$ cat config.mk
export PLATFORM = sky130hd
export DESIGN_NAME = tcw_ctrl
export DESIGN_NICKNAME = d
export VERILOG_FILES = /design/src/hw/rtl/tcw_pkg.sv /design/src/hw/rtl/tcw_ctrl.sv
export SDC_FILE = /design/constraint.sdc
export NUM_CORES = 1
export LEC_CHECK = 0
export BUFFER_PORTS_ARGS = -buffer_cell sky130_fd_sc_hd__buf_2
export CORE_MARGIN = 2
export CORE_UTILIZATION = 55
export CTS_CLUSTER_DIAMETER = 100
export DETAILED_ROUTE_END_ITERATION = 12
export MAX_ROUTING_LAYER = met4
export PLACE_DENSITY = 0.79
export SLEW_MARGIN = 5
export SYNTH_ARGS = -nofsm -noshare
export SYNTH_HDL_FRONTEND = slang
export SYNTH_SLANG_ARGS = --single-unit
$ cat constraint.sdc
create_clock -name clock -period 11.4 [get_ports clock]
set_clock_uncertainty 0.05 [all_clocks]
set_input_delay 1.14 -clock clock [delete_from_list [all_inputs] [get_ports clock]]
set_output_delay 1.14 -clock clock [all_outputs]
set_load 0.01 [all_outputs]
$ cat src/hw/rtl/tcw_pkg.sv
// Shared types, constants and helpers for the text console writer.
// No dependencies; imported by tcw_ctrl and text_console_writer.
package tcw_pkg;

   localparam int MAX_COLUMNS = 80;
   localparam int MAX_ROWS    = 25;
   localparam int CELL_COUNT  = MAX_COLUMNS * MAX_ROWS;
   localparam int ADDR_W      = $clog2(CELL_COUNT);

   localparam int COL_W  = 7;
   localparam int ROW_W  = 5;
   localparam int CELL_W = 16;
   localparam int CHAR_W = 8;

   localparam logic [CELL_W-1:0] BLANK_CELL   = 16'h0F20;
   localparam logic [CHAR_W-1:0] NEWLINE_CHAR = 8'd10;

   localparam logic [COL_W-1:0] ROW_WIDTH_RESET = 7'd80;
   localparam logic [ROW_W-1:0] ROW_COUNT_RESET = 5'd25;

   typedef enum logic [1:0] {
      OP_PUT   = 2'd0,
      OP_READ  = 2'd1,
      OP_CLEAR = 2'd2,
      OP_NONE  = 2'd3
   } op_type;

   typedef enum logic {
      REG_ROW_WIDTH = 1'b0,
      REG_ROW_COUNT = 1'b1
   } reg_index_type;

   // Clamped geometry, as last used column and last used row.
   typedef struct packed {
      logic [COL_W-1:0] last_col;
      logic [ROW_W-1:0] last_row;
   } cfg_type;

   typedef struct packed {
      logic              we;
      logic [ADDR_W-1:0] waddr;
      logic [CELL_W-1:0] wdata;
      logic              re;
      logic [ADDR_W-1:0] raddr;
   } ram_req_type;

   function automatic logic [ADDR_W-1:0] cell_addr(input logic [ROW_W-1:0] row,
                                                   input logic [COL_W-1:0] col);
      logic [ADDR_W-1:0] base;
      base = ADDR_W'(ADDR_W'(row) * ADDR_W'(MAX_COLUMNS));
      return base + ADDR_W'(col);
   endfunction

endpackage

$ cat src/hw/rtl/tcw_ctrl.sv
// Request sequencer: cursor, put/read handling, scroll and clear sweeps,
// power-up clearing pass and response register. Uses tcw_pkg; drives tcw_ram.
module tcw_ctrl
   import tcw_pkg::*;
(
   input  logic              clock,
   input  logic              reset,
   input  cfg_type           cfg,
   input  logic              req_tvalid,
   output logic              req_tready,
   input  logic [1:0]        req_tuser,
   input  logic [31:0]       req_tdata,
   output logic              rsp_tvalid,
   input  logic              rsp_tready,
   output logic [31:0]       rsp_tdata,
   output ram_req_type       ram_req,
   input  logic [CELL_W-1:0] ram_rdata
);

   typedef enum logic [2:0] {
      S_INIT,
      S_IDLE,
      S_READ,
      S_COPY,
      S_DRAIN,
      S_BLANK,
      S_RESP
   } state_type;

   state_type         state_ff, state_in;
   logic [ADDR_W-1:0] init_addr_ff, init_addr_in;
   logic [ROW_W-1:0]  cur_row_ff, cur_row_in;
   logic [COL_W-1:0]  cur_col_ff, cur_col_in;
   logic [ROW_W-1:0]  sw_row_ff, sw_row_in;
   logic [COL_W-1:0]  sw_col_ff, sw_col_in;
   logic              wr_pend_ff, wr_pend_in;
   logic [ADDR_W-1:0] wr_addr_ff, wr_addr_in;
   logic              oob_ff, oob_in;
   logic [CELL_W-1:0] cell_ff, cell_in;
   logic              scroll_ff, scroll_in;
   logic              rsp_valid_ff, rsp_valid_in;
   logic [ROW_W-1:0]  rsp_row_ff, rsp_row_in;
   logic [COL_W-1:0]  rsp_col_ff, rsp_col_in;
   logic [CELL_W-1:0] rsp_cell_ff, rsp_cell_in;
   logic              rsp_scrolled_ff, rsp_scrolled_in;

   op_type            op;
   logic [CHAR_W-1:0] ch;
   logic [CHAR_W-1:0] color;
   logic [ROW_W-1:0]  read_row;
   logic [COL_W-1:0]  read_col;
   logic              req_fire;

   logic [ROW_W-1:0]  sat_row, put_row;
   logic [COL_W-1:0]  sat_col, put_col;
   logic              wrap, put_scroll;
   logic              sweep_last_col;

   assign op       = op_type'(req_tuser);
   assign ch       = req_tdata[7:0];
   assign color    = req_tdata[15:8];
   assign read_row = req_tdata[20:16];
   assign read_col = req_tdata[27:21];

   assign req_tready = (state_ff == S_IDLE);
   assign req_fire   = req_tvalid && req_tready;

   // Put: saturate the cursor into the used area, then step it.
   always_comb begin
      sat_row    = (cur_row_ff > cfg.last_row) ? cfg.last_row : cur_row_ff;
      sat_col    = (cur_col_ff > cfg.last_col) ? cfg.last_col : cur_col_ff;
      wrap       = (ch == NEWLINE_CHAR) || (sat_col == cfg.last_col);
      put_col    = wrap ? '0 : sat_col + COL_W'(1);
      put_scroll = wrap && (sat_row == cfg.last_row);
      put_row    = (wrap && !put_scroll) ? sat_row + ROW_W'(1) : sat_row;
   end

   assign sweep_last_col = (sw_col_ff == cfg.last_col);

   always_comb begin
      state_in        = state_ff;
      init_addr_in    = init_addr_ff;
      cur_row_in      = cur_row_ff;
      cur_col_in      = cur_col_ff;
      sw_row_in       = sw_row_ff;
      sw_col_in       = sw_col_ff;
      wr_pend_in      = 1'b0;
      wr_addr_in      = wr_addr_ff;
      oob_in          = oob_ff;
      cell_in         = cell_ff;
      scroll_in       = scroll_ff;
      rsp_valid_in    = rsp_valid_ff && !rsp_tready;
      rsp_row_in      = rsp_row_ff;
      rsp_col_in      = rsp_col_ff;
      rsp_cell_in     = rsp_cell_ff;
      rsp_scrolled_in = rsp_scrolled_ff;

      ram_req.we    = 1'b0;
      ram_req.waddr = '0;
      ram_req.wdata = BLANK_CELL;
      ram_req.re    = 1'b0;
      ram_req.raddr = '0;

      // Copy writes are issued in the cycle after their reads.
      if (wr_pend_ff) begin
         ram_req.we    = 1'b1;
         ram_req.waddr = wr_addr_ff;
         ram_req.wdata = ram_rdata;
      end

      unique case (state_ff)
         S_INIT: begin
            ram_req.we    = 1'b1;
            ram_req.waddr = init_addr_ff;
            if (init_addr_ff == ADDR_W'(CELL_COUNT - 1)) begin
               state_in = S_IDLE;
            end else begin
               init_addr_in = init_addr_ff + ADDR_W'(1);
            end
         end
         S_IDLE: begin
            if (req_fire) begin
               cell_in   = '0;
               scroll_in = 1'b0;
               sw_row_in = '0;
               sw_col_in = '0;
               unique case (op)
                  OP_PUT: begin
                     if (ch != NEWLINE_CHAR) begin
                        ram_req.we    = 1'b1;
                        ram_req.waddr = cell_addr(sat_row, sat_col);
                        ram_req.wdata = {color, ch};
                     end
                     cur_row_in = put_row;
                     cur_col_in = put_col;
                     scroll_in  = put_scroll;
                     if (!put_scroll) begin
                        state_in = S_RESP;
                     end else if (cfg.last_row == '0) begin
                        state_in = S_BLANK;
                     end else begin
                        state_in = S_COPY;
                     end
                  end
                  OP_READ: begin
                     oob_in = (read_row >= ROW_W'(MAX_ROWS)) ||
                              ({1'b0, read_col} >= (COL_W+1)'(MAX_COLUMNS));
                     ram_req.re    = !oob_in;
                     ram_req.raddr = cell_addr(read_row, read_col);
                     state_in      = S_READ;
                  end
                  OP_CLEAR: begin
                     state_in = S_BLANK;
                  end
                  OP_NONE: begin
                     state_in = S_RESP;
                  end
                  default: begin
                     state_in = S_RESP;
                  end
               endcase
            end
         end
         S_READ: begin
            cell_in  = oob_ff ? '0 : ram_rdata;
            state_in = S_RESP;
         end
         S_COPY: begin
            ram_req.re    = 1'b1;
            ram_req.raddr = cell_addr(sw_row_ff + ROW_W'(1), sw_col_ff);
            wr_pend_in    = 1'b1;
            wr_addr_in    = cell_addr(sw_row_ff, sw_col_ff);
            if (sweep_last_col) begin
               sw_col_in = '0;
               sw_row_in = sw_row_ff + ROW_W'(1);
               if (sw_row_ff == cfg.last_row - ROW_W'(1)) begin
                  state_in = S_DRAIN;
               end
            end else begin
               sw_col_in = sw_col_ff + COL_W'(1);
            end
         end
         S_DRAIN: begin
            sw_row_in = cfg.last_row;
            sw_col_in = '0;
            state_in  = S_BLANK;
         end
         S_BLANK: begin
            ram_req.we    = 1'b1;
            ram_req.waddr = cell_addr(sw_row_ff, sw_col_ff);
            if (sweep_last_col) begin
               sw_col_in = '0;
               sw_row_in = sw_row_ff + ROW_W'(1);
               if (sw_row_ff == cfg.last_row) begin
                  state_in = S_RESP;
               end
            end else begin
               sw_col_in = sw_col_ff + COL_W'(1);
            end
         end
         S_RESP: begin
            if (!rsp_valid_ff || rsp_tready) begin
               rsp_valid_in    = 1'b1;
               rsp_row_in      = cur_row_ff;
               rsp_col_in      = cur_col_ff;
               rsp_cell_in     = cell_ff;
               rsp_scrolled_in = scroll_ff;
               state_in        = S_IDLE;
            end
         end
         default: begin
            state_in = S_IDLE;
         end
      endcase
   end

   always_ff @(posedge clock) begin
      if (reset) begin
         state_ff     <= S_INIT;
         init_addr_ff <= '0;
         cur_row_ff   <= '0;
         cur_col_ff   <= '0;
         wr_pend_ff   <= 1'b0;
         rsp_valid_ff <= 1'b0;
      end else begin
         state_ff     <= state_in;
         init_addr_ff <= init_addr_in;
         cur_row_ff   <= cur_row_in;
         cur_col_ff   <= cur_col_in;
         wr_pend_ff   <= wr_pend_in;
         rsp_valid_ff <= rsp_valid_in;
      end
      sw_row_ff       <= sw_row_in;
      sw_col_ff       <= sw_col_in;
      wr_addr_ff      <= wr_addr_in;
      oob_ff          <= oob_in;
      cell_ff         <= cell_in;
      scroll_ff       <= scroll_in;
      rsp_row_ff      <= rsp_row_in;
      rsp_col_ff      <= rsp_col_in;
      rsp_cell_ff     <= rsp_cell_in;
      rsp_scrolled_ff <= rsp_scrolled_in;
   end

   assign rsp_tvalid = rsp_valid_ff;
   assign rsp_tdata  = {3'b000, rsp_scrolled_ff, rsp_cell_ff, rsp_col_ff, rsp_row_ff};

   a_cursor_in_store: assert property (@(posedge clock) disable iff (reset)
      (state_ff == S_RESP) |->
         (cur_row_ff <= ROW_W'(MAX_ROWS - 1)) &&
         ({1'b0, cur_col_ff} <= (COL_W+1)'(MAX_COLUMNS - 1)))
      else $error("cursor left the screen store");

   a_pend_only_in_copy: assert property (@(posedge clock) disable iff (reset)
      wr_pend_ff |-> (state_ff == S_COPY) || (state_ff == S_DRAIN))
      else $error("copy write pending outside a scroll");

   a_scroll_on_last_row: assert property (@(posedge clock) disable iff (reset)
      (rsp_valid_ff && rsp_scrolled_ff) |-> (rsp_row_ff == cfg.last_row))
      else $error("scrolled response with cursor off the last row");

   a_busy_after_accept: assert property (@(posedge clock) disable iff (reset)
      req_fire |=> (state_ff != S_IDLE))
      else $error("request accepted without leaving idle");

endmodule

-- Yosys cells after proc, flatten, opt, wreduce, memory -nomap -nowiden
Index checks and enable logic that the tools add are counted.
- bits in registers: 98
- bits in writable memories: 0
- latch bits: 0
- memory bits (read-only): 0
- memories kept: 0
- output and inout port bits: 74
- input port bits: 66
- word-level logic and storage cells: 121
- multipliers: 4
- $lt $le $gt $ge: 4
- add/sub/neg operators: 10
- reduce and logical (&&, ||, !) cells: 26
- div/mod/pow operators: 0
- equal/unequal tests: 25
- bitwise gates (word level): 1
- multiplexer cells: 35
- shifts and indexed selects: 0
- operator list (kind ; number):
    two-way mux 28 bit ; 3
    two-way mux 16 bit ; 3
    adder 11 x 7 -> 11 bit ; 4
    two-way mux 40 bit ; 1
    one-hot mux 12 bit (3 select lines) ; 1
    one-hot mux 16 bit (2 select lines) ; 1
    multiplier 5 x 3 -> 7 bit, second input constant ; 4
    two-way mux 7 bit ; 4
    two-way mux 3 bit ; 9
    one-hot mux 12 bit (2 select lines) ; 1
    one-hot mux 3 bit (7 select lines) ; 1
    one-hot mux 7 bit (3 select lines) ; 1
    two-way mux 5 bit ; 4
    == test 5 bit ; 3
    one-hot mux 5 bit (3 select lines) ; 1
    adder 7 x 1 -> 7 bit, second input constant ; 2
    == test 7 bit ; 2
    two-way mux 12 bit ; 1
    != test 2 bit, second input constant ; 6
    one-hot mux 3 bit (4 select lines) ; 1
    adder 11 x 1 -> 11 bit, second input constant ; 1
    == test 11 bit, second input constant ; 1
    adder 5 x 1 -> 5 bit, second input constant ; 2
    AND reduction 2 bit ; 5
    other kinds (26) ; 43

-- Logic depth before layout (Yosys ltp)
Gate-level depths: netlist (run 1).
- depth in word-level cells: 9
- mapped depth: 18

-- Worst setup path after synthesis (run 1)
Ideal clock, no wire load.
- kind: in2out
- from: in cfg[1] (netlist name)
- to: out ram_req[38] (netlist name)
- data required time: 10.210 ns
- arrival time: 5.162 ns
- setup slack: 5.048 ns
- cell stages on the path: 18
- path through: clkbuf_1 inv_1 ha_1 and4_1 a21o_1 a21oi_2 mux2i_1 inv_1 ha_1 ha_1 inv_1 fa_1 nor2b_1 o21ai_0 a2111oi_0 o21ai_0 xnor2_1 a221o_1
- RTL lines (what ; line ; RTL):
    start: declaration ; tcw_ctrl.sv:8 ; input cfg_type cfg,
    end: declaration ; tcw_ctrl.sv:16 ; output ram_req_type ram_req,

==> impl.org, run 1 <==
** Run status
- Run status :: finished clean

** Timing
- Setup WS post-layout :: around 4400 ps
- Aggregate negative setup slack :: 0 ps
- Slew margin rel. :: 0.219
- Maximum clock frequency :: around 0.14 GHz
- The number of failing hold endpoints at the final stage is 0.
- Tcrit/Tclk final :: 0.611
- Max-slew violation total from the final report :: 0
- RSZ-0062 raised after global routing :: false
- Clock period minus final worst setup slack :: approximately 7000 ps
- Slew @ Worst Pin :: 1160 ps
- Worst Hold Margin :: around 360 ps
- Setup-violating endpoint count in the final report :: 0

** Floorplan
- Measured along the y axis, the die boundary spans roughly 120 um.
- Number of rows in the core area :: about 40
- During I/O placement, the number of pins put on the boundary was 140.
- Die Outline Area :: 13800 um2
- Width of the chip :: 118 um
- After floorplanning, the core was sized to cover 12600 um2.
- For this configuration, the core starts out at a cell density of 0.563.

** Routing
- Starting DRT DRC Count :: between 600 and 700
- In the detailed route, the total length drawn on met2 is about 8800 um.
- Count of TritonRoute iterations in the first routing pass :: 5
- Met1 Wirelength :: around 8000 um
- Remaining antenna violation count after routing :: 0
- In the detailed route, the total length drawn on met3 is about 1300 um.
- Vias per cell :: between 5 and 6
- Final wirelength :: 18200 um
- Vias :: slightly above 6000
- In the final routed layout, each cell accounts on average for around 18 um.
- Uppermost layer routed :: met4
- DRC violations left :: 0

** CTS
- TritonCTS built the clock tree.
- The H-tree was split into 3 levels.
- CTS root buffer :: sky130_fd_sc_hd__clkbuf_16
- No sink is reached through more buffers than the 2 on the longest clock path.
- After clock tree synthesis, the clock-pin slew on the worst setup and hold paths is ~70 ps.
- Buffers inserted during clock tree synthesis total 9.
- Post-CTS repair timing setup buffer count :: 0
- Count of hold-fix buffers inserted at cts :: 0
- Clock network latency to the later pin of the worst-skew pair :: approximately 360 ps
- Clock net sink count :: 98
- The number of gates resized after CTS was 0.

** Global routing
- Largest net degree at the start of global routing :: 32
- Wire length of the first global-routing pass :: 29500 um
- Total overflow reported by the global router :: 0
- Vias in the first global route :: 5820
- The number of antenna violations at the first check in global routing came to 0.
- Total routing resource utilization after global routing :: 0.271

** Place
- In this run the cell area measured after placement is about 8000 um2.
- Once detailed placement completed, the half-perimeter wirelength came to 13600 um.
- At the end of routability-driven placement, the weighted congestion stood at ~0.87.
- IO Port Bufs :: 132
- Pre-CTS WS :: 4520 ps

** Pwr
- The share of total power dissipated in combinational logic is 0.083.
- The analysis attributes to net switching a power of about 0.18 mW.
- Leakage component of the power :: 3.52 nW
- Of the total power, the share spent switching nets is 0.235.
- Peak supply drop :: about 77 uV
- Internal portion of total power :: between 0.5 and 0.6 mW
- The share of total power dissipated in the clock network is 0.421.
- Proportion of power drawn by flip-flops and latches :: 0.496
- Dividing total power by cell area gives a power density of 93.3 nW/um2.
- The design draws 0.763 mW.

** Min path
- Type of the worst min-delay path :: flop to flop

** Synth
- The synthesized design contains 98 register bits.
- Counting flops with a built-in enable in the synthesized netlist gives 70.
- Post-synthesis instance total :: roughly 740
- Part of the Yosys area used for sequential elements :: 0.375
- Averaged over all synthesized cells, the footprint is between 9 and 10 um2.
- In the synthesized netlist the async set-or-reset flop fraction comes to 0.
- The netlist uses 85 different library cells.
- Yosys printed 0 warnings.
- In this run the cell area of the synthesized design comes to ~7100 um2.
- For this run, the leading register cell type out of synthesis is sky130_fd_sc_hd__edfxtp_1.

** Final layout
- Register cell area after layout :: approximately 2700 um2
- Most frequent cells in the layout :: 132 x sky130_fd_sc_hd__buf_2, 70 x sky130_fd_sc_hd__edfxtp_1, 60 x sky130_fd_sc_hd__nand2_1, 55 x sky130_fd_sc_hd__nor2_1, 54 x sky130_fd_sc_hd__ha_1
- The net count of the finished layout is a little under 1000.
- Summing all non-filler instances in the final layout gives an area of just over 8000 um2.
- The repair_antennas step left the layout with diodes totalling 0.
- Share of post-route cells with drive strength above 1 :: 0.199
- Layout overhead on the synthesized area :: 15.2%
- Fill cells in the final layout number about 1100.
- Leaving out fill and tap cells, the most frequent cell in the layout is sky130_fd_sc_hd__buf_2.
- In the final layout, the multi-input gates occupy slightly above 4000 um2.

** Setup path
- The worst setup path is captured at an output pin.
- Data on the critical path arrives at its endpoint at roughly 5800 ps.
- In this run the worst path has a maximum fanout of 7.
- Path type of the worst setup path :: primary input to output pin
- STA puts the critical path data required time at 10210 ps.
- Category of the worst setup path launch point :: primary input

** Job
- The tool flagged a number of max-cap violations equal to 0.
-- power by group through the flow --
stage                     logic, mW  registers (mW)  clock network (mW)
after detailed placement     0.0619           0.387                   0
after global placement       0.0608           0.387                   0
final                        0.0632           0.379               0.322
after CTS                    0.0625           0.378               0.324
after global routing         0.0694           0.378               0.339
after floorplan              0.0400           0.386                   0
-- Yosys cell counts (12+ instances only) --
| library cell | number | share of area |
|---|---|---|
| sky130_fd_sc_hd__edfxtp_1 | 70 | 0.30 |
| sky130_fd_sc_hd__and2_1 | 19 | 0.017 |
| sky130_fd_sc_hd__clkbuf_1 | 18 | 0.0095 |
| sky130_fd_sc_hd__ha_1 | 54 | 0.095 |
| sky130_fd_sc_hd__nor2_1 | 55 | 0.029 |
| sky130_fd_sc_hd__a21oi_1 | 34 | 0.024 |
| sky130_fd_sc_hd__xor2_1 | 31 | 0.038 |
| sky130_fd_sc_hd__xnor2_1 | 38 | 0.047 |
| sky130_fd_sc_hd__nor3_1 | 12 | 0.0085 |
| sky130_fd_sc_hd__nand3_1 | 36 | 0.025 |
| sky130_fd_sc_hd__dfxtp_1 | 28 | 0.079 |
| sky130_fd_sc_hd__inv_1 | 45 | 0.024 |
| sky130_fd_sc_hd__nand2_1 | 60 | 0.032 |
| sky130_fd_sc_hd__nor2b_1 | 13 | 0.011 |
| sky130_fd_sc_hd__o21ai_0 | 27 | 0.019 |
| sky130_fd_sc_hd__mux2i_1 | 12 | 0.017 |
-- area by class of cell --
class,count,share of cell area
inverters,47,0.0216
clock buffers,10,0.0292
clock inverters,6,0.00902
multi-input cells,566,0.504
flip-flops and latches,98,0.325
well taps,172,0.0263
repair buffers,136,0.0844
-- final timing paths --
kind | startpoint | to | slack, ps | cells past startpoint
hold reg to reg | cell_ff[6] | rsp_cell_ff[6] | 360 | 0
setup / recovery | cfg[1] | ram_req[38] | 4430 | 19
setup reg to reg | state_ff[2] | state_ff[0] | 8310 | 6
hold / removal | cell_ff[6] | rsp_cell_ff[6] | 360 | 0
-- cell families (layout without fill, tap and decap cells) --
logic type | after synthesis | count (layout) | synth area share
flip-flops | 98 | 98 | 0.375
AND/OR/NAND/NOR | 243 | 243 | 0.172
AO/OA/AOI/OAI | 171 | 171 | 0.175
XOR/XNOR | 70 | 70 | 0.0883
buffers and inverters | 80 | 199 | 0.0460
adder cells (fa/ha/maj) | 62 | 62 | 0.118
other | 1 | 3 | 0.000528
multiplexers | 17 | 17 | 0.0248
-- metal layers --
layer / vias up / track usage
met1: 2907 / 0.345
li1: 2948 / -
met4: 0 / 0.0783
met5: - / -
met3: 30 / 0.0455
met2: 244 / 0.448
-- per-stage QoR --
| stage | util | instances |
|---|---|---|
| 2_1_floorplan | - | 744 |
| 3_3_place_gp | 0.624 | 1019 |
| 3_5_place_dp | 0.624 | 1019 |
| 4_1_cts | 0.649 | 1035 |
| 5_1_grt | 0.649 | 1035 |
| 6_report | 0.649 | 1035 |
-- critical path: stages --
cell and delay, ps:
sky130_fd_sc_hd__buf_2 200, sky130_fd_sc_hd__inv_1 110, sky130_fd_sc_hd__ha_1 310, sky130_fd_sc_hd__and4_1 230
sky130_fd_sc_hd__a21o_1 190, sky130_fd_sc_hd__a21oi_2 310, sky130_fd_sc_hd__mux2i_1 420, sky130_fd_sc_hd__inv_1 140
sky130_fd_sc_hd__ha_1 320, sky130_fd_sc_hd__ha_1 230, sky130_fd_sc_hd__inv_1 80, sky130_fd_sc_hd__fa_1 430
sky130_fd_sc_hd__nor2b_1 220, sky130_fd_sc_hd__o21ai_0 220, sky130_fd_sc_hd__a2111oi_0 410, sky130_fd_sc_hd__o21ai_0 180
sky130_fd_sc_hd__xnor2_1 180, sky130_fd_sc_hd__a221o_1 300, sky130_fd_sc_hd__buf_2 140
-- sequential cells by signal (all words and copies together) (netlist names), 3 cells and up --
| signal | count |
|---|---|
| cur_row_ff | 5 |
| rsp_cell_ff | 16 |
| state_ff | 3 |
| rsp_col_ff | 7 |
| cell_ff | 16 |
| sw_col_ff | 7 |
| wr_addr_ff | 11 |
| cur_col_ff | 7 |
| sw_row_ff | 5 |
| rsp_row_ff | 5 |
| init_addr_ff | 11 |
Note: power is estimated with default switching activity, not from simulation.
==> inputs of run 2 (changes only) <==
Settings changed: ABC_AREA from default to 1.
Clock period 11.4 ns to 7.03 ns, I/O delays scaled along.
==> run 2 against run 1 <==
  * Non-clock buffer count decreased by 2
  * First-iteration DRC count shrank 23%
  * Worst setup slack worse by 2700 ps
  * Die area fell by 2.3%
  * Synthesized area shrank 2.4%
  * Wire length down 5.8%
  * Synthesized cell count rose by 16%
  * Critical endpoint unchanged
  * Largest cell class unchanged
==> impl.org, run 2 <==
** Run status
- Run status :: finished clean

** Pwr
- Peak supply drop :: 139 uV (+81%)
- Pwr dens :: 145 nW/um2 (+55%)
- The leakage power summed over all cells was 3.70 nW (+5.0%).
- Internal portion of total power :: 0.888 mW (+52%)
- The switching power came to 0.273 mW (+53%).
- The sequential fraction of design power came to 0.528 (+0.032).
- Share of total power in combinational logic :: 0.083 (about the same)
- The switching share of power came to 0.235 (+0.000621).
- Share of power burned in the clock network :: 0.389 (-0.032)

** Final layout
- The largest registers in the layout are cell_ff: 16 flops, rsp_cell_ff: 16 flops.
- Relative to the synthesized area, the layout overhead comes to 15.5%.
- The top cell types in the final layout, fill and taps aside, are 145 x sky130_fd_sc_hd__inv_1, 144 x sky130_fd_sc_hd__nand2_1, 132 x sky130_fd_sc_hd__buf_2, 77 x sky130_fd_sc_hd__nor2_1, 70 x sky130_fd_sc_hd__edfxtp_1.
- The final core utilization was 0.643 (-0.00594).
- The final standard cell area without fillers is 8010 um2 (-2.1%).
- The library cell used most frequently in the layout, excluding fill and tap cells, is sky130_fd_sc_hd__inv_1.
- The share of cells above drive strength 1 is 0.194 (-0.00572).
- The net count of the finished layout came to 1120 (+14%).
- The count of fill cells added during filler insertion is 1130 (+6.6%).
- Final antenna diode count :: 0 (unchanged)

** CTS
- Maximum level of the CTS H-tree :: 3 (unchanged)
- Clock tree from TritonCTS :: done
- Clock-pin slew on the worst setup and hold paths :: 70 ps (about the same)
- CTS root buffer :: sky130_fd_sc_hd__clkbuf_16
- The clock sink total came to 98 (unchanged).
- Clock network latency to the later pin of the worst-skew pair :: 350 ps (about the same)
- The quantity of gates resized following cts was 0 (unchanged).
- The CTS buffer count is 9 (unchanged).
- The number of buffers inserted by post-CTS setup repair is 0 (unchanged).
- Max Buffers Root-to-Sink :: 2 (unchanged)
- Count of hold-fix buffers inserted at cts :: 0 (unchanged)

** Global routing
- Wire length of the first global-routing pass :: 27200 um (-7.7%)
- Met1 track demand over resource :: 0.332 (-0.0123)
- The met2 capacity usage during global routing was 0.454 (+0.00659).
- The total global routing track utilization came to 0.267 (-0.00407).
- The number of global-route vias before repair was 5725 (-1.6%).
- The total congestion overflow is 0 (unchanged).
- Number of antenna violations at the first check in global routing :: 0 (unchanged)
- The maximum number of pins on one net before global-route repair came to 30 (-6.3%).
- Most Used Layer, Global Route :: met2
- The met3 global-route usage was 0.0431 (-0.00247).

** Place
- The placed standard-cell area was 7740 um2 (-1.6%).
- Half-perimeter wire length after detailed placement :: 13400 um (-1.2%)
- IO Port Bufs :: 132 (unchanged)
- Pre-CTS WS :: 1730 ps (-2790 ps)
- Placer Congestion :: 0.971 (+12%)

** Setup path
- The worst setup path is launched from a primary input.
- Biggest fanout along the worst timing path :: 13 (+6)
- Number of cells on the worst reg-to-reg path :: 13 (+7)
- The worst register-to-register path ends at cur_row_ff[4].
- The worst setup path is captured at an output pin.
- In this run the critical register-to-register path is launched from cur_row_ff[1].
- The required time of the worst setup path came to 6280 ps (-3930 ps).
- The internal reg-to-reg setup slack was 4200 ps (-4110 ps).
- Path type of the worst setup path :: primary input to output pin
- Worst path arrival time :: 4590 ps (-1190 ps)
- The critical path starts at cfg[2].

** Routing
- The number of iterations in the first detailed-routing pass is 5 (unchanged).
- Vias :: 6227 (+1.6%)
- The mean routed wirelength per cell was 14.7 um (-17%).
- The DRC violation total after the first TritonRoute iteration came to 515 (-23%).
- DRC violations left :: 0 (unchanged)
- Remaining antenna violation count after routing :: 0 (unchanged)
- Vias per cell :: 5.33 (-10%)
- The wire length after detailed routing came to 17200 um (-5.8%).

** Floorplan
- The number of top-level pins is 140 (unchanged).
- The die width was 116 um (-1.1%).
- Die Outline Area :: 13500 um2 (-2.3%)
- Area of the core :: 12500 um2 (-1.2%)
- The effective utilization at floorplan is 0.556 (-0.00650).
- The number of rows in the core area came to 41 (unchanged).
- The height of the chip was 116 um (-1.1%).

** Job
- Maximum capacitance violations :: 0 (unchanged)

** Timing
- Tcrit/Tclk final :: 0.759
- The worst relative slew slack is 0.330 (+0.112).
- RSZ-0062 raised after global routing :: false
- Count of final hold-check violations :: 0 (unchanged)
- The final worst setup slack is 1690 ps (-2740 ps).
- Timing would allow up to 0.187 GHz.
- Aggregate negative setup slack :: 0 ps (unchanged)
- The total count of max-transition violations in the final report was 0 (unchanged).
- The slew at the pin with the worst max-slew slack was 1000 ps (-160 ps).
- Setup-violating endpoint count in the final report :: 0 (unchanged)
- The worst path in the final design needs a cycle of between 5000 and 6000 ps, including I/O delays and setup.

** Synth
- Part of the Yosys area used for sequential elements :: 0.384 (+0.00906)
- sky130_fd_sc_hd__inv_1 is the most common cell in the netlist.
- Post-synthesis instance total :: 861 (+16%)
- Number of warnings reported in the yosys synthesis log :: 0 (unchanged)
- Ys flop type :: sky130_fd_sc_hd__edfxtp_1
- Library cell with the largest summed area after synthesis :: sky130_fd_sc_hd__edfxtp_1
- Total of flip-flops plus latches after synthesis :: 98 (unchanged)
- Number of enable flip-flop cells after synthesis :: 70 (unchanged)
- Number of distinct standard cells referenced by the synthesized netlist :: 48 (-44%)
- The fraction of synthesized cell area taken by the top area cell type came to 0.303 (+0.00716).
- Area contributors post-synth :: sky130_fd_sc_hd__edfxtp_1 30%, sky130_fd_sc_hd__ha_1 9.7%, sky130_fd_sc_hd__dfxtp_1 8.1%
- The combined area of all synthesized cells came to 6930 um2 (-2.4%).
- The synthesized area per cell was 8.05 um2 (-16%).
- Post-synth top cells :: 145 x sky130_fd_sc_hd__inv_1, 144 x sky130_fd_sc_hd__nand2_1, 77 x sky130_fd_sc_hd__nor2_1
- The share of synthesized flip-flops with an asynchronous set or reset was 0 (unchanged).

** Min path
- The worst hold path stage count came to 0 (unchanged).
- Type of the worst min-delay path :: flop to flop
- Hold path start :: cell_ff[10]
- For hold timing, the worst endpoint is rsp_cell_ff[10].
run 2: cell count changes after synthesis, sizes merged, moves of 18 or more:
cell   change
nand2     +93
nor2      +30
and2      -18
a21oi     +20
xnor2     -26
o21ai     +28
inv      +111
run 2: layout make-up:
type | count | area (um2) | share of cell area
Clock buffer | 11 | 233 | 0.0291
Timing Repair Buffer | 134 | 676 | 0.0843
Multi-Input combinational cell | 592 | 3600 | 0.450
Sequential cell | 98 | 2660 | 0.332
Inverter | 157 | 589 | 0.0736
Tap cell | 172 | 215 | 0.0269
Clock inverter | 5 | 32.5 | 0.00406
run 2: how the worst max path moves through the flow:
stage / endpoint / slack (ps) / depth (start not counted)
4_1_cts: ram_req[38] / 1700 / 22
5_1_grt: ram_req[38] / 1410 / 21
2_1_floorplan: ram_req[38] / 2490 / 20
3_3_place_gp: ram_req[38] / 1670 / 22
3_5_place_dp: ram_req[38] / 1730 / 22
6_report: ram_req[38] / 1690 / 22
run 2: power by group through the flow:
| stage | registers (mW) | logic [mW] | clock network, mW |
|---|---|---|---|
| after floorplan | 0.626 | 0.0568 | 0 |
| after global placement | 0.626 | 0.0920 | 0 |
| after detailed placement | 0.626 | 0.0945 | 0 |
| after CTS | 0.613 | 0.0955 | 0.456 |
| after global routing | 0.613 | 0.108 | 0.477 |
| final | 0.613 | 0.0960 | 0.452 |
run 2: worst max-delay path, stage by stage:
cell                        delay (ps)
sky130_fd_sc_hd__buf_2             130
sky130_fd_sc_hd__inv_1             120
sky130_fd_sc_hd__ha_1              320
sky130_fd_sc_hd__nand2_1            60
sky130_fd_sc_hd__nor2_2            110
sky130_fd_sc_hd__nand2_1            70
sky130_fd_sc_hd__nand3_2           110
sky130_fd_sc_hd__nand2_2           160
sky130_fd_sc_hd__o21ai_0           640
sky130_fd_sc_hd__ha_1              310
sky130_fd_sc_hd__inv_1              60
sky130_fd_sc_hd__fa_1              400
sky130_fd_sc_hd__nor2_1            120
sky130_fd_sc_hd__o21ai_0           100
sky130_fd_sc_hd__nor2_1            150
sky130_fd_sc_hd__nand2_1            80
sky130_fd_sc_hd__xnor2_1           190
sky130_fd_sc_hd__xor2_1            200
sky130_fd_sc_hd__o21ai_0           100
sky130_fd_sc_hd__o211ai_1          120
sky130_fd_sc_hd__o2111ai_1         160
sky130_fd_sc_hd__buf_2             180
run 2: per-stage QoR:
step                      hold slack (ps)  cells  power (mW)
after floorplan                       350    863       0.682
after global placement                350   1153       0.718
after detailed placement              355   1153       0.720
after CTS                             370   1169        1.16
after global routing                  378   1169        1.20
final                                 369   1169        1.16
run 2: cells by family (layout without fill, tap and decap cells):
kind of cell / count (synthesis) / in the layout / share of synthesized area
buffers and inverters: 173 / 307 / 0.0992
AOI/OAI and AO/OA: 156 / 156 / 0.131
and+or+nand+nor: 337 / 337 / 0.222
adders and majority gates: 62 / 62 / 0.121
xor gates and xnor gates: 34 / 34 / 0.0429
DFF: 98 / 98 / 0.384
other: 1 / 3 / 0.000541
run 2: layer usage:
metal	vias to the layer above	wire length [um]
met2	266	8160
li1	3130	-
met3	25	1270
met1	2806	7410
met5	-	0
met4	0	345
==> inputs of run 3 (changes only) <==
Settings changed: CORE_UTILIZATION 55 to 51, PLACE_DENSITY 0.79 to 0.77.
Clock period 7.03 ns to 4.8 ns, I/O delays scaled along.
==> run 3 against run 2 <==
  * Hold slack got worse by 0.66 ps
  * Sequential share of layout area is 0.85 points lower
  * First-iteration DRC count up 15%
  * Critical endpoint unchanged
==> impl.org, run 3 (synthesis results as in run 2) <==
** Run status
- Run status :: finished clean

** Place
- Placer Congestion :: 0.898 (-7.6%)
- Placed Cells :: 1163 (+0.87%)
- IO Port Bufs :: 132 (unchanged)
- The worst-case setup slack after placement was 179 ps (-1550 ps).
- Half-perimeter wire length after detailed placement :: 13700 um (+2.1%)

** Global routing
- Number of antenna violations at the first check in global routing :: 0 (unchanged)
- The number of global-route vias before repair is 5880 (+2.7%).
- Largest net degree at the start of global routing :: 30 (unchanged)
- Total routing resource utilization after global routing :: 0.252 (-0.0152)
- Wire length of the first global-routing pass :: 28100 um (+3.4%)
- Total overflow reported by the global router :: 0 (unchanged)

** Pwr
- The portion of total power attributed to combinational logic came to 0.079 (-0.004).
- Internal portion of total power :: 1.37 mW (+54%)
- Switching Fraction :: 0.242 (+0.00720)
- Peak supply drop :: 145 uV (+4.4%)
- Share of power burned in the clock network :: 0.423 (+0.034)
- Pwr dens :: 219 nW/um2 (+51%)
- The sequential fraction of design power is 0.497 (-0.031).
- The leakage power summed over all cells was 3.83 nW (+3.5%).
- The switching power was 0.437 mW (+60%).

** Setup path
- Category of the worst setup path launch point :: flop
- The signal on the critical path passes through ha_1, nand2_1, o21bai_1, nand3_2, a21oi_1, inv_1, ha_1, inv_1, fa_1, xnor2_1, nand2_1, xnor2_2, xor2_1, o21ai_0, o211ai_1, o2111ai_2, buf_2.
- Slack of the worst reg-to-reg path :: 2010 ps (-2190 ps)
- Number of cells on the worst reg-to-reg path :: 13 (unchanged)
- In this run the critical register-to-register path is captured at state_ff[2].
- The required time of the worst setup path was 4270 ps (-2010 ps).
- The maximum fanout count along the critical path came to 5 (-8).
- Type of destination of the critical path :: output pin
- The startpoint identified for the worst register-to-register timing path is state_ff[0].
- Path type of the worst setup path :: flop to output pin
- For this design, the slowest cell found on the critical path is sky130_fd_sc_hd__dfxtp_1.
- The data arrival time of the worst path was 4070 ps (-520 ps).
- The largest stage delay on the critical path is 450 ps (-190 ps).

** Timing
- Maximum clock frequency :: around 0.22 GHz
- Max-slew violation total from the final report :: 0 (unchanged)
- The worst relative slew slack was 0.258 (-0.0725).
- The number of failing hold endpoints at the final stage was 0 (unchanged).
- Clock period minus final worst setup slack :: between 4000 and 5000 ps
- The final worst setup slack is 198 ps (-1490 ps).
- The slew at the pin with the worst max-slew slack came to 1110 ps (+110 ps).
- Aggregate negative setup slack :: 0 ps (unchanged)
- The count of final setup violators came to 0 (unchanged).
- The tightest hold margin is 368 ps (-0.657 ps).
- Tcrit/Tclk final :: 0.959

** Final layout
- Final antenna diode count :: 0 (unchanged)
- Leaving out fill and tap cells, the most frequent cell in the layout is sky130_fd_sc_hd__inv_1.
- Layout overhead on the synthesized area :: 18.8%
- The register area came to 2670 um2 (+0.19%).
- The count of non-filler cells in the finished layout came to 1190 (+1.8%).
- Fill count :: 1181 (+4.5%)
- The multi-input combinational cell area was 3650 um2 (+1.4%).
- The net count of the finished layout was 1137 (+1.5%).
- The share of cells above drive strength 1 came to 0.218 (+0.0244).
- In the layout the commonest cells are 145 x sky130_fd_sc_hd__inv_1, 144 x sky130_fd_sc_hd__nand2_1, 132 x sky130_fd_sc_hd__buf_2, 77 x sky130_fd_sc_hd__nor2_1, 70 x sky130_fd_sc_hd__edfxtp_1.
- Largest registers :: cell_ff: 16 flops, rsp_cell_ff: 16 flops

** Min path
- Cell depth of the worst hold path :: 0 (unchanged)
- Type of the worst min-delay path :: flop to flop
- End point of the worst hold path :: rsp_cell_ff[5]
- Hold path start :: cell_ff[5]

** CTS
- CTS root buffer :: sky130_fd_sc_hd__clkbuf_16
- Max Buffers Root-to-Sink :: 2 (unchanged)
- Maximum level of the CTS H-tree :: 3 (unchanged)
- Clock-pin slew on the worst setup and hold paths :: 70 ps (about the same)
- Clock tree from TritonCTS :: done
- Count of hold-fix buffers inserted at cts :: 0 (unchanged)
- The latest clock arrival within the worst-skew pair was 350 ps (about the same).
- Cts bufs inserted :: 9 (unchanged)
- Clock net sink count :: 98 (unchanged)

** Routing
- The mean routed wirelength per cell was 15.1 um (+2.9%).
- The wire length after detailed routing came to 18000 um (+4.8%).
- Remaining antenna violation count after routing :: 0 (unchanged)
- Vias per cell :: 5.35 (+0.52%)
- The total via count in the routed design is 6372 (+2.3%).
- The post-detailed-route DRC marker count is 0 (unchanged).
- Count of TritonRoute iterations in the first routing pass :: 7 (+2)
- The DRC violation total after the first TritonRoute iteration came to 591 (+15%).

** Floorplan
- Effective utilization at floorplan :: 0.524 (-0.0326)
- Die Outline Area :: 14500 um2 (+7.6%)
- Area of the core :: 13200 um2 (+6.2%)
- Number of rows in the core area :: 42 (+2.4%)
- Width of the chip :: 121 um (+3.7%)
- The number of top-level pins was 140 (unchanged).
- The height of the chip came to 121 um (+3.7%).

** Job
- The number of maximum-capacitance constraint violations was 0 (unchanged).
==> run 3: changes by cell type in the layout (fill, tap and decap cells not counted), moves of 2 or more <==
cell,before,now
sky130_fd_sc_hd__dfxtp_1,28,24
sky130_fd_sc_hd__o21ai_1,10,12
sky130_fd_sc_hd__dfxtp_2,0,4
sky130_fd_sc_hd__clkinvlp_4,3,0
sky130_fd_sc_hd__buf_4,2,18
sky130_fd_sc_hd__inv_6,0,2
sky130_fd_sc_hd__clkinv_4,0,3
sky130_fd_sc_hd__clkbuf_1,2,0
sky130_fd_sc_hd__o21ai_0,44,41
sky130_fd_sc_hd__clkinv_2,2,0
==> run 3: timing repair <==
item	CTS	global route
endpoints found under the setup margin	0	1
buffers inserted	0	10
gates resized for setup	0	15
==> run 3: worst max-delay path by stage <==
stage               depth (start not counted)          start           to  slack (ps)
floorplan                                  20         cfg[1]  ram_req[38]         710
global placement                           22         cfg[2]  ram_req[38]         210
detailed placement                         21         cfg[2]  ram_req[38]         180
CTS                                        21         cfg[2]  ram_req[38]         130
global route                               24        cfg[11]  ram_req[38]         -70
finish                                     17  cur_row_ff[3]  ram_req[38]         200
==> run 3: worst max-delay path: cells and delay by family (launching register included) <==
kind	cells	cell delay [ps]
compound gates	5	850
fa+ha+maj	3	1030
xor+xnor	3	640
flops	1	450
simple gates	3	390
buf+inv	3	360
==> run 3: final cells by class <==
type	instances	share of cell area
Timing Repair Buffer	150	0.0966
Sequential cell	98	0.324
Inverter	157	0.0715
Multi-Input combinational cell	593	0.444
Tap cell	176	0.0267
Clock inverter	7	0.0103
Clock buffer	9	0.0273
==> run 3: metal layers <==
metal / vias up / track usage / routed length, um
li1: 3169 / - / -
met1: 2908 / 0.310 / 7680
met2: 269 / 0.435 / 8630
met3: 26 / 0.0387 / 1380
met4: 0 / 0.0647 / 334
met5: - / - / 0
==> run 3: metrics by stage <==
step / cell area, um2 / power (mW) / utilization
floorplan: 6940 / 0.999 / -
global placement: 7790 / 1.05 / 0.589
detailed placement: 7790 / 1.06 / 0.589
CTS: 8110 / 1.80 / 0.612
global route: 8240 / 1.85 / 0.622
finish: 8240 / 1.80 / 0.622
==> run 3: power by group through the flow <==
stage | clock (mW) | sequential (mW) | combinational [mW]
floorplan | 0 | 0.916 | 0.0831
global placement | 0 | 0.917 | 0.136
detailed placement | 0 | 0.917 | 0.139
CTS | 0.764 | 0.898 | 0.141
global route | 0.791 | 0.898 | 0.161
finish | 0.764 | 0.898 | 0.143
